--- config.mk ---
export PLATFORM = sky130hd
export DESIGN_NAME = positional_array_table
export DESIGN_NICKNAME = d
export VERILOG_FILES = /design/src/rtl/pat_pkg.sv /design/src/rtl/pat_ctrl.sv /design/src/rtl/pat_dp.sv /design/src/rtl/positional_array_table.sv
export SDC_FILE = /design/constraint.sdc
export NUM_CORES = 2
export LEC_CHECK = 0
export ABC_AREA = 0
export BUFFER_PORTS_ARGS = -buffer_cell sky130_fd_sc_hd__buf_2
export CAP_MARGIN = 10
export CORE_MARGIN = 2
export CORE_UTILIZATION = 55
export DETAILED_ROUTE_END_ITERATION = 8
export PLACE_DENSITY_LB_ADDON = 0.25
export SLEW_MARGIN = 15
export SYNTH_ARGS = -nofsm -noshare
export SYNTH_HDL_FRONTEND = slang
export SYNTH_SLANG_ARGS = --single-unit
--- constraint.sdc ---
create_clock -name clk -period 7.35 [get_ports clk]
set_clock_uncertainty 0.15 [all_clocks]
set_input_delay 0.735 -clock clk [delete_from_list [all_inputs] [get_ports clk]]
set_output_delay 0.735 -clock clk [all_outputs]
set_load 0.005 [all_outputs]
--- src/rtl/pat_pkg.sv ---
// ----------------------------------------------------------------------------
// pat_pkg
// Shared types and codes for the positional array table.
// ----------------------------------------------------------------------------
`default_nettype none

package pat_pkg;

	// command codes
	localparam logic [2:0] CMD_INSERT = 3'd0;
	localparam logic [2:0] CMD_DELETE = 3'd1;
	localparam logic [2:0] CMD_SEARCH = 3'd2;
	localparam logic [2:0] CMD_UPDATE = 3'd3;
	localparam logic [2:0] CMD_READ   = 3'd4;

	// status codes
	localparam logic [1:0] ST_OK        = 2'd0;
	localparam logic [1:0] ST_INVALID   = 2'd1;
	localparam logic [1:0] ST_NOT_FOUND = 2'd2;

	// field widths
	localparam int CMD_W   = 3;
	localparam int POS_W   = 5;
	localparam int VAL_W   = 32;
	localparam int STAT_W  = 2;
	localparam int FIDX_W  = 4;
	localparam int FILL_W  = 5;

	// input item layout
	localparam int IN_RAW_W = CMD_W + POS_W + VAL_W;
	localparam int IN_W     = ((IN_RAW_W + 7) / 8) * 8;
	localparam int CMD_LSB  = 0;
	localparam int POS_LSB  = CMD_LSB + CMD_W;
	localparam int VAL_LSB  = POS_LSB + POS_W;

	// result item layout
	localparam int OUT_RAW_W = STAT_W + FIDX_W + VAL_W + FILL_W;
	localparam int OUT_W     = ((OUT_RAW_W + 7) / 8) * 8;

	// controller to datapath commands
	typedef struct packed {
		logic take;    // latch the incoming item
		logic match;   // register the compare vector
		logic commit;  // apply the change and load the result register
	} pat_ctl_t;

endpackage

`default_nettype wire

--- src/rtl/pat_ctrl.sv ---
// ----------------------------------------------------------------------------
// pat_ctrl
// Sequencer: accepts one item, runs it through the datapath, holds the result.
// ----------------------------------------------------------------------------
`default_nettype none

module pat_ctrl (
	input  wire logic             clk,
	input  wire logic             arst_n,
	input  wire logic             s_tvalid,
	output logic                  s_tready,
	output logic                  m_tvalid,
	input  wire logic             m_tready,
	input  wire logic             is_search,
	output pat_pkg::pat_ctl_t     ctl
);

	localparam logic [1:0] S_IDLE = 2'd0;
	localparam logic [1:0] S_EXEC = 2'd1;
	localparam logic [1:0] S_FIND = 2'd2;

	logic [1:0] state_q;
	logic [1:0] state_d;
	logic       out_valid_q;
	logic       slot_free;

	assign slot_free = !out_valid_q || m_tready;
	assign s_tready  = (state_q == S_IDLE);
	assign m_tvalid  = out_valid_q;

	always_comb begin
		state_d    = state_q;
		ctl.take   = 1'b0;
		ctl.match  = 1'b0;
		ctl.commit = 1'b0;
		unique case (state_q)
			S_IDLE: begin
				if (s_tvalid) begin
					ctl.take = 1'b1;
					state_d  = S_EXEC;
				end
			end
			S_EXEC: begin
				if (is_search) begin
					ctl.match = 1'b1;
					state_d   = S_FIND;
				end else if (slot_free) begin
					ctl.commit = 1'b1;
					state_d    = S_IDLE;
				end
			end
			S_FIND: begin
				if (slot_free) begin
					ctl.commit = 1'b1;
					state_d    = S_IDLE;
				end
			end
			default: begin
				state_d = S_IDLE;
			end
		endcase
	end

	always_ff @(posedge clk or negedge arst_n) begin
		if (!arst_n) begin
			state_q     <= S_IDLE;
			out_valid_q <= 1'b0;
		end else begin
			state_q <= state_d;
			if (ctl.commit)
				out_valid_q <= 1'b1;
			else if (m_tready)
				out_valid_q <= 1'b0;
		end
	end

endmodule

`default_nettype wire

--- src/rtl/pat_dp.sv ---
// ----------------------------------------------------------------------------
// pat_dp
// Datapath: entry row with parallel shift, compare vector, result register.
// ----------------------------------------------------------------------------
`default_nettype none

module pat_dp #(
	parameter int CAPACITY = 16
) (
	input  wire logic                       clk,
	input  wire logic                       arst_n,
	input  wire pat_pkg::pat_ctl_t          ctl,
	input  wire logic [pat_pkg::IN_W-1:0]   in_data,
	output logic                            is_search,
	output logic [pat_pkg::OUT_W-1:0]       out_data
);

	localparam int CW   = $clog2(CAPACITY + 1);
	localparam int IW   = (CAPACITY > 1) ? $clog2(CAPACITY) : 1;
	localparam int PW   = pat_pkg::POS_W;
	localparam int CMPW = (CW > PW) ? CW : PW;
	localparam int VW   = pat_pkg::VAL_W;

	logic [pat_pkg::CMD_W-1:0] cmd_q;
	logic [PW-1:0]             pos_q;
	logic [VW-1:0]             val_q;
	logic [CW-1:0]             count_q;
	logic [CW-1:0]             count_d;

	logic [VW-1:0] entries_q [CAPACITY];
	logic [VW-1:0] entries_d [CAPACITY];
	logic [VW-1:0] up_src    [CAPACITY];
	logic [VW-1:0] dn_src    [CAPACITY];

	logic [CAPACITY-1:0] match_s1;
	logic [IW-1:0]       hit_idx;
	logic                hit_any;

	logic [CMPW-1:0] pos_w;
	logic [CMPW-1:0] cnt_w;
	logic [IW-1:0]   rd_idx;
	logic            ins_ok;
	logic            pos_ok;
	logic            do_ins;
	logic            do_del;
	logic            do_upd;
	logic [1:0]      status_d;
	logic [VW-1:0]   rdata_d;
	logic [IW-1:0]   found_d;

	logic [pat_pkg::STAT_W-1:0] status_q;
	logic [pat_pkg::FIDX_W-1:0] found_q;
	logic [VW-1:0]              rdata_q;
	logic [pat_pkg::FILL_W-1:0] fill_q;

	// latched item
	always_ff @(posedge clk) begin
		if (ctl.take) begin
			cmd_q <= in_data[pat_pkg::CMD_LSB +: pat_pkg::CMD_W];
			pos_q <= in_data[pat_pkg::POS_LSB +: PW];
			val_q <= in_data[pat_pkg::VAL_LSB +: VW];
		end
	end

	assign is_search = (cmd_q == pat_pkg::CMD_SEARCH);
	assign pos_w     = CMPW'(pos_q);
	assign cnt_w     = CMPW'(count_q);
	assign rd_idx    = pos_w[IW-1:0];
	assign ins_ok    = (count_q < CW'(CAPACITY)) && (pos_w <= cnt_w);
	assign pos_ok    = (pos_w < cnt_w);

	// neighbor taps for the shift
	for (genvar g = 0; g < CAPACITY; g++) begin : gen_tap
		if (g == 0) begin : gen_first
			assign up_src[g] = entries_q[g];
		end else begin : gen_up
			assign up_src[g] = entries_q[g-1];
		end
		if (g == CAPACITY - 1) begin : gen_last
			assign dn_src[g] = entries_q[g];
		end else begin : gen_dn
			assign dn_src[g] = entries_q[g+1];
		end
	end

	// compare vector, only valid entries may hit
	always_ff @(posedge clk) begin
		if (ctl.match) begin
			for (int i = 0; i < CAPACITY; i++)
				match_s1[i] <= (entries_q[i] == val_q) && (CW'(i) < count_q);
		end
	end

	// lowest set bit wins
	always_comb begin
		hit_idx = '0;
		for (int i = CAPACITY - 1; i >= 0; i--) begin
			if (match_s1[i])
				hit_idx = IW'(i);
		end
	end
	assign hit_any = |match_s1;

	// command decode
	always_comb begin
		do_ins   = 1'b0;
		do_del   = 1'b0;
		do_upd   = 1'b0;
		status_d = pat_pkg::ST_INVALID;
		rdata_d  = '0;
		found_d  = '0;
		count_d  = count_q;
		unique case (cmd_q)
			pat_pkg::CMD_INSERT: begin
				if (ins_ok) begin
					do_ins   = 1'b1;
					status_d = pat_pkg::ST_OK;
					count_d  = count_q + CW'(1);
				end
			end
			pat_pkg::CMD_DELETE: begin
				if (pos_ok) begin
					do_del   = 1'b1;
					status_d = pat_pkg::ST_OK;
					count_d  = count_q - CW'(1);
				end
			end
			pat_pkg::CMD_SEARCH: begin
				if (hit_any) begin
					status_d = pat_pkg::ST_OK;
					found_d  = hit_idx;
				end else begin
					status_d = pat_pkg::ST_NOT_FOUND;
				end
			end
			pat_pkg::CMD_UPDATE: begin
				if (pos_ok) begin
					do_upd   = 1'b1;
					status_d = pat_pkg::ST_OK;
				end
			end
			pat_pkg::CMD_READ: begin
				if (pos_ok) begin
					status_d = pat_pkg::ST_OK;
					rdata_d  = entries_q[rd_idx];
				end
			end
			default: begin
				status_d = pat_pkg::ST_INVALID;
			end
		endcase
	end

	// next value of every entry, all in parallel
	always_comb begin
		for (int i = 0; i < CAPACITY; i++) begin
			entries_d[i] = entries_q[i];
			if (do_ins) begin
				if (CMPW'(i) > pos_w)
					entries_d[i] = up_src[i];
				else if (CMPW'(i) == pos_w)
					entries_d[i] = val_q;
			end else if (do_del) begin
				if (CMPW'(i) >= pos_w)
					entries_d[i] = dn_src[i];
			end else if (do_upd && (CMPW'(i) == pos_w)) begin
				entries_d[i] = val_q;
			end
		end
	end

	always_ff @(posedge clk) begin
		if (ctl.commit) begin
			for (int i = 0; i < CAPACITY; i++)
				entries_q[i] <= entries_d[i];
		end
	end

	always_ff @(posedge clk or negedge arst_n) begin
		if (!arst_n) begin
			count_q <= '0;
		end else if (ctl.commit) begin
			count_q <= count_d;
		end
	end

	// result register
	always_ff @(posedge clk) begin
		if (ctl.commit) begin
			status_q <= status_d;
			found_q  <= pat_pkg::FIDX_W'(found_d);
			rdata_q  <= rdata_d;
			fill_q   <= pat_pkg::FILL_W'(count_d);
		end
	end

	assign out_data = pat_pkg::OUT_W'({fill_q, rdata_q, found_q, status_q});

endmodule

`default_nettype wire

--- src/rtl/positional_array_table.sv ---
// ----------------------------------------------------------------------------
// positional_array_table
// Fixed-capacity table of signed 32-bit entries with insert, delete, search,
// update and read commands.
//
// Usage:
//   s_* channel carries one command item; m_* channel returns one result item
//   for every command. Both are valid/ready streams; an item moves on a clock
//   edge where tvalid and tready are both high.
//   Items are handled one at a time. The input is ready only when the
//   sequencer is idle; a command is latched, executed in the next cycle and
//   its result loaded into the output register. For insert, delete, update,
//   read and bad commands the execute step loads the result register once
//   the output register is free or being emptied; search first registers
//   the compare vector, then picks the lowest hit and loads the result.
//   The input stays closed from acceptance until the result is loaded, so
//   a new item is taken only once the last has reached the output register.
//   If the receiver stalls, the result stays in the output register and the
//   next command waits in its last step until the register can be loaded;
//   the next item can be accepted while a result is still waiting.
//   Reset clears the fill count and the handshake state; entry contents are
//   not cleared and are never read before they are written.
// ----------------------------------------------------------------------------
`default_nettype none

module positional_array_table #(
	parameter int CAPACITY = 16
) (
	input  wire logic                     clk,
	input  wire logic                     arst_n,
	// tdata: command[2:0], position[7:3], operand_value[39:8]
	input  wire logic                     s_tvalid,
	output logic                          s_tready,
	input  wire logic [pat_pkg::IN_W-1:0] s_tdata,
	// tdata: status[1:0], found_index[5:2], read_data[37:6], fill_count[42:38],
	//        zero pad
	output logic                          m_tvalid,
	input  wire logic                     m_tready,
	output logic [pat_pkg::OUT_W-1:0]     m_tdata
);

	pat_pkg::pat_ctl_t ctl;
	logic              is_search;

	pat_ctrl u_ctrl (
		.clk       (clk),
		.arst_n    (arst_n),
		.s_tvalid  (s_tvalid),
		.s_tready  (s_tready),
		.m_tvalid  (m_tvalid),
		.m_tready  (m_tready),
		.is_search (is_search),
		.ctl       (ctl)
	);

	pat_dp #(
		.CAPACITY (CAPACITY)
	) u_dp (
		.clk       (clk),
		.arst_n    (arst_n),
		.ctl       (ctl),
		.in_data   (s_tdata),
		.is_search (is_search),
		.out_data  (m_tdata)
	);

`ifndef ASSERT_OFF
	// one item at a time: an accept closes the input for the next cycle
	a_one_at_a_time: assert property (@(posedge clk) disable iff (!arst_n)
		(s_tvalid && s_tready) |=> !s_tready)
		else $error("input accepted while an item is in flight");

	// a new result only comes from an item that was being worked on
	a_result_from_work: assert property (@(posedge clk) disable iff (!arst_n)
		$rose(m_tvalid) |-> !$past(s_tready))
		else $error("result appeared with no item in flight");

	// status is always one of the defined codes
	a_status_code: assert property (@(posedge clk) disable iff (!arst_n)
		m_tvalid |-> (m_tdata[1:0] == pat_pkg::ST_OK ||
			m_tdata[1:0] == pat_pkg::ST_INVALID ||
			m_tdata[1:0] == pat_pkg::ST_NOT_FOUND))
		else $error("undefined status code");

	// found index is zero unless the status is ok
	a_found_clean: assert property (@(posedge clk) disable iff (!arst_n)
		(m_tvalid && m_tdata[1:0] != pat_pkg::ST_OK) |-> (m_tdata[5:2] == 4'd0))
		else $error("found index set on a failed command");
`endif

endmodule

`default_nettype wire
# Word level (Yosys, flattened, before mapping)
# Memories as Yosys holds them, arrays and structs flattened. A register that Yosys moved wholly into a read port is not among the register bits.
# Cells that the tools add are included.
[totals]
regBits = 75
ramBits = 512
in_bits = 44
out_inout_bits = 50
wordCells = 290
n_memories = 1
[mem_list]
columns = ["name", "depth", "word_bits", "rd", "rd_ports_with_merged_regs", "wr", "line", "rtl"]
rows = [
  ["u_dp.entries_q", 16, 32, 17, 1, 16, "pat_dp.sv:30", "logic [VW-1:0] entries_q [CAPACITY];"],
]
[op_classes]
add_sub_neg = 2
n_lt_le_gt_ge = 50
n_eq_ne = 38
mux = 137
n_bitwise = 2
reduce_logical = 47
[ops]
columns = ["cell", "count"]
rows = [
  ["$mux 32", 95],
  ["$eq 32x32->1", 16],
  ["$eq 4x5->1 const A", 8],
  ["$gt 4x5->1 const A", 8],
  ["$lt 4x5->1 const A", 8],
  ["$ge 4x5->1 const A", 7],
  ["$logic_and 1x1->1", 33],
  ["$mux 4", 8],
  ["$eq 3x5->1 const A", 4],
  ["$ge 3x5->1 const A", 4],
  ["$gt 3x5->1 const A", 4],
  ["$lt 3x5->1 const A", 4],
  ["$mux 1", 18],
  ["$reduce_or 16->1", 1],
  ["$mux 2", 6],
  ["$mux 3", 4],
  ["$pmux 2 s3", 2],
  ["$eq 2x5->1 const A", 2],
  ["$ge 1x5->1 const A", 2],
  ["$ge 2x5->1 const A", 2],
  ["$gt 1x5->1 const A", 2],
  ["$gt 2x5->1 const A", 2],
  ["$lt 1x5->1 const A", 2],
  ["$lt 2x5->1 const A", 2],
  ["27 further kinds", 32],
]

# Logic depth before layout (Yosys ltp)
[logic_depth]
word_depth = 15
ltp_mapped = 12
mapped_depth_nobuf = 8

# Hierarchy
# From an unflattened synthesis, not the netlist that was laid out.
[hier_totals]
cells_unflattened = 3371
area_unflattened_um2 = 39522.9
[modules_own_cells]
columns = ["mod", "n_inst", "cells_each", "area_each_um2", "seq_area_each_um2"]
rows = [
  ["pat_dp", 1, 3346, 39271.4, 18472.7],
  ["pat_ctrl", 1, 25, 251.5, 75.1],
]

# Least setup slack after synthesis
# OpenSTA, ideal clock, no wires.
[synth_timing]
path_type = "flip-flop to flip-flop"
from = "reg u_dp.cnt_w[4] (netlist name)"
to = "mem u_dp.entries_q[5][0] in the netlist's numbering (enable)"
setup_time_ns = 0.522
t_arrival_ns = 5.967
required_time_ns = 6.678
setup_slack_ns = 0.711
stages_incl_launch_ff = 11
path_buffers = 3
synth_period_minus_slack_ns = 6.639
path_cell_list = "dfrtp_1 -> buf_2 -> clkinv_1 -> ha_1 -> and3_4 -> o21a_1 -> buf_6 -> o21ai_4 -> buf_6 -> nand2_4 -> a2111oi_1"
[synth_lines]
columns = ["item", "line"]
rows = [
  ["to (decl)", "pat_dp.sv:30"],
]

==> qor.yml <==
status: "finished, final reports clean"
ys_async_sr_fraction_pct: 1.29
port-buffer-count: 88
synth_edf_count: 611
clk_path_buf_depth: 3
antenna_found_initial: 7
max_clock_freq_ghz: 0.190
rsz0062_at_grt: "no"
dr.first_iter.drc_count: 5868
initial_core_util_pct: 55.3
ys.flop_type: "edfxtp_1"
dpl-instance-area_um2: 40400
arrival_ps: 5380
gp_congestion: 1.10
drt_first_pass_iters: 6
worst-r2r-cell-count: 8
row_count: 98
total_leakage_power_nw: 14.5
wl_met3_um: 20200
setup_total_negative_slack_ps: 0
syn_area_um2: 39300
drive_above_1_share_pct: 16.4
critPathKind: "reg2reg"
worst_setup_path_end_kind: "register"
numClockSinks: 619
cts_buffers: 72
detail-route-antenna-nets: 0
max-cap-violations: 0
crit_required_ps: 7470
drc: 0
timing.reg2reg.setup_slack_ps: 2090
worst_r2r_endpoint: "u_dp.entries_q[1][7]"
hp-class: "in2reg"
postRouteWirelength_um: 153000
setup_viol: 0
top_layer_used: "met5"
seq_total_area_yosys_pct: 47.2
syn-mean-instance-area_um2: 12.6
area.growth.synth_to_final_pct: 8.35
vias_in_the_first_global_route: 27700
final_area_um2: 42600
seq_power_share_pct: 37.8
critPathMaxFanout: 32
netSwitchingPower_mw: 3.87
timing.slew.headroom_pct: 18.7
p_comb_share_pct: 31.6
preCtsSetupSlack_ps: 2270
timing.final.crit_share_pct: 71.6
worst_hold_startpoint: "s_tdata[31]"
post-route-util_pct: 59.9
power_density_nw_per_um2: 270
vdd_drop_max_mv: 0.219
post_synth_num_cell_types: 69
die_height_um: 271
dieArea_um2: 73700
swShare_pct: 33.6
timing.critical_path.from_type: "register"
design.core.area_um2: 71100
cell_internal_pwr_mw: 7.65
synthesis_stage_register_bit_count: 619
htree_num_levels: 3
clk-insertion-delay-late_ps: 640
num-nets-final: 3095
num_vias: 29766
final_hold_viol_count: 0
cts_tree: "built"
gr-total-overflow: 0
worst_hold_path.endpoint: "u_dp.val_q[23]"
grt_max_degree: 245
power.clock.fraction_pct: 30.6
wl_per_cell_um: 37.8
root_buffer: "clkbuf_16"
met2WireLength_um: 66800
timing_max_transition_violations_final: 0
top_level_ports: 94
design_power_total_mw: 11.5
postCtsResizedCells: 0
routed_via_density: 7.36
cts.reportedPaths.clkPinSlew_ps: 60
final_period_minus_worst_setup_slack_ps: 5260
die_extent_in_x_um: 271
grt_util_all_layers_pct: 40.8
synthCells: 3133
wl_met1_um: 55300
worst_slack_ps: 2090
first_pass_grt_wire_length_um: 213000
hpwl_um: 107000
rr_startpoint: "u_dp.cnt_w[4]"
actual_slew_at_the_worst_max_slew_pin_ps: 1200
synth_warnings: 0
timing.hold.worst_path_depth: 1
state kept, by name, indices dropped and copies added (netlist names):
name and cells:
u_dp.val_q 32, u_dp.rdata_q 32, u_dp.cmd_q 3, u_dp.entries_q 512, u_dp.found_q 4, u_dp.match_s1 16
u_dp.status_q 2, u_dp.fill_q 5, u_dp.pos_q 5, u_ctrl.m_tvalid 1, u_ctrl.state_q 2, u_dp.cnt_w 5
what timing repair did:
| action | in CTS | in global routing |
|---|---|---|
| hold buffers | 1 | 0 |
| setup buffers | 0 | 0 |
| endpoints found under the hold margin | 8 | 0 |
cell usage in the layout, fill, tap and decap left out, types with 5 or more instances in the layout:
master,Yosys,final
edfxtp_1,611,611
and2_1,448,448
a221o_1,448,448
xor2_1,343,343
xnor2_1,171,171
mux4_2,159,159
nand2_1,115,115
nor4_1,94,94
buf_2,53,88
buf_4,29,77
clkbuf_16,0,75
nand4_1,58,58
nor2b_1,40,40
nor2_1,42,34
nand3_1,32,31
mux2_4,30,30
clkbuf_1,221,20
nor3_1,23,19
inv_1,19,18
clkinv_1,1,18
ha_1,12,12
a21oi_1,13,11
and3_1,11,11
o21ai_0,9,9
o211ai_4,8,8
clkinv_2,0,8
dfrtp_1,8,8
o21a_1,6,6
a31oi_1,7,6
a32oi_1,5,5
nor2_4,0,5
a2111oi_0,5,5
a221oi_1,5,5
conb_1,1,5
power by group through the flow:
stage / combinational [mW] / clock [mW] / sequential [mW]
global route: 3.74 / 3.67 / 4.37
detailed placement: 3.49 / 0 / 4.43
global placement: 3.41 / 0 / 4.42
finish: 3.64 / 3.53 / 4.36
CTS: 3.51 / 3.53 / 4.35
floorplan: 2.38 / 0 / 4.37
area by class of cell:
| class | count | area (um^2) |
|---|---|---|
| fill | 5662 | 28500 |
| timing repair buffer | 171 | 1130 |
| clock inverter | 34 | 267 |
| tap | 950 | 1190 |
| sequential | 619 | 18500 |
| antenna | 1 | 2.50 |
| inverter | 21 | 78.8 |
| clock buffer | 95 | 1950 |
| multi-input combinational | 2154 | 19500 |
worst max-delay path by stage:
stage | from | to | depth (start not counted)
6_report | u_dp.cnt_w[4] | u_dp.entries_q[1][7] | 8
5_1_grt | u_dp.cnt_w[4] | u_dp.entries_q[1][15] | 8
4_1_cts | u_dp.cnt_w[4] | u_dp.entries_q[1][26] | 8
3_5_place_dp | u_dp.cnt_w[4] | u_dp.entries_q[1][10] | 8
3_3_place_gp | u_dp.cnt_w[4] | u_dp.entries_q[1][10] | 8
2_1_floorplan | u_dp.cnt_w[4] | u_dp.entries_q[5][0] | 10
cells by family (layout without fill, tap and decap cells):
kind of cell	count (synthesis)	count (layout)	share of synthesized area [%]
adder cells (fa/ha/maj)	12	12	0.382
flip-flops	619	619	47.2
other	1	6	0.00953
AO/OA/AOI/OAI	543	543	13.5
multiplexers	193	193	10.4
XOR/XNOR	514	514	11.4
AND/OR/NAND/NOR	887	887	13.1
buffers and inverters	364	321	4.05
metal layers:
layer | vias up | global-route usage, %
met5 | - | 0
met4 | 2 | 24.2
met3 | 365 | 10.3
met2 | 2468 | 60.0
met1 | 14905 | 54.9
li1 | 12026 | -
synthesized netlist by cell type, types with 4 or more instances:
master	instances	area (um^2)
buf_2	53	265
nor2b_1	40	250
nor2_1	42	158
a32oi_1	5	43.8
mux4_2	159	3580
inv_1	19	71.3
and2_1	448	2800
clkbuf_1	221	830
xor2_1	343	3000
a21oi_1	13	65.1
dfrtp_1	8	200
a221oi_1	5	43.8
or4_1	4	30.0
or3_1	4	25.0
ha_1	12	150
mux2_4	30	450
a221o_1	448	4480
o21ai_0	9	45.0
nor4_1	94	588
o211ai_4	8	170
nand2_1	115	432
xnor2_1	171	1500
a31oi_1	7	43.8
and3_1	11	68.8
edfxtp_1	611	18300
buf_4	29	218
nand3_1	32	160
buf_1	33	124
a211oi_1	8	60.1
o21a_1	6	45.0
nor3_1	23	115
a2111oi_0	5	43.8
buf_6	7	78.8
nand4_1	58	363
worst max-delay path, stage by stage (launching register included):
cell       delay (ps)
dfrtp_1           940
clkinv_1          540
ha_1              480
and3_4            210
o21a_1            250
o21ai_4           880
nand2_4           310
a2111oi_2         620
buf_4             470
metrics by stage:
step / hold slack [ps] / cells
after floorplan: 289 / 3137
after global placement: 394 / 3912
after detailed placement: 416 / 3913
after CTS: 112 / 4043
after global routing: 118 / 4044
final: 122 / 4045
No activity file was read; power rests on OpenSTA's default activity.
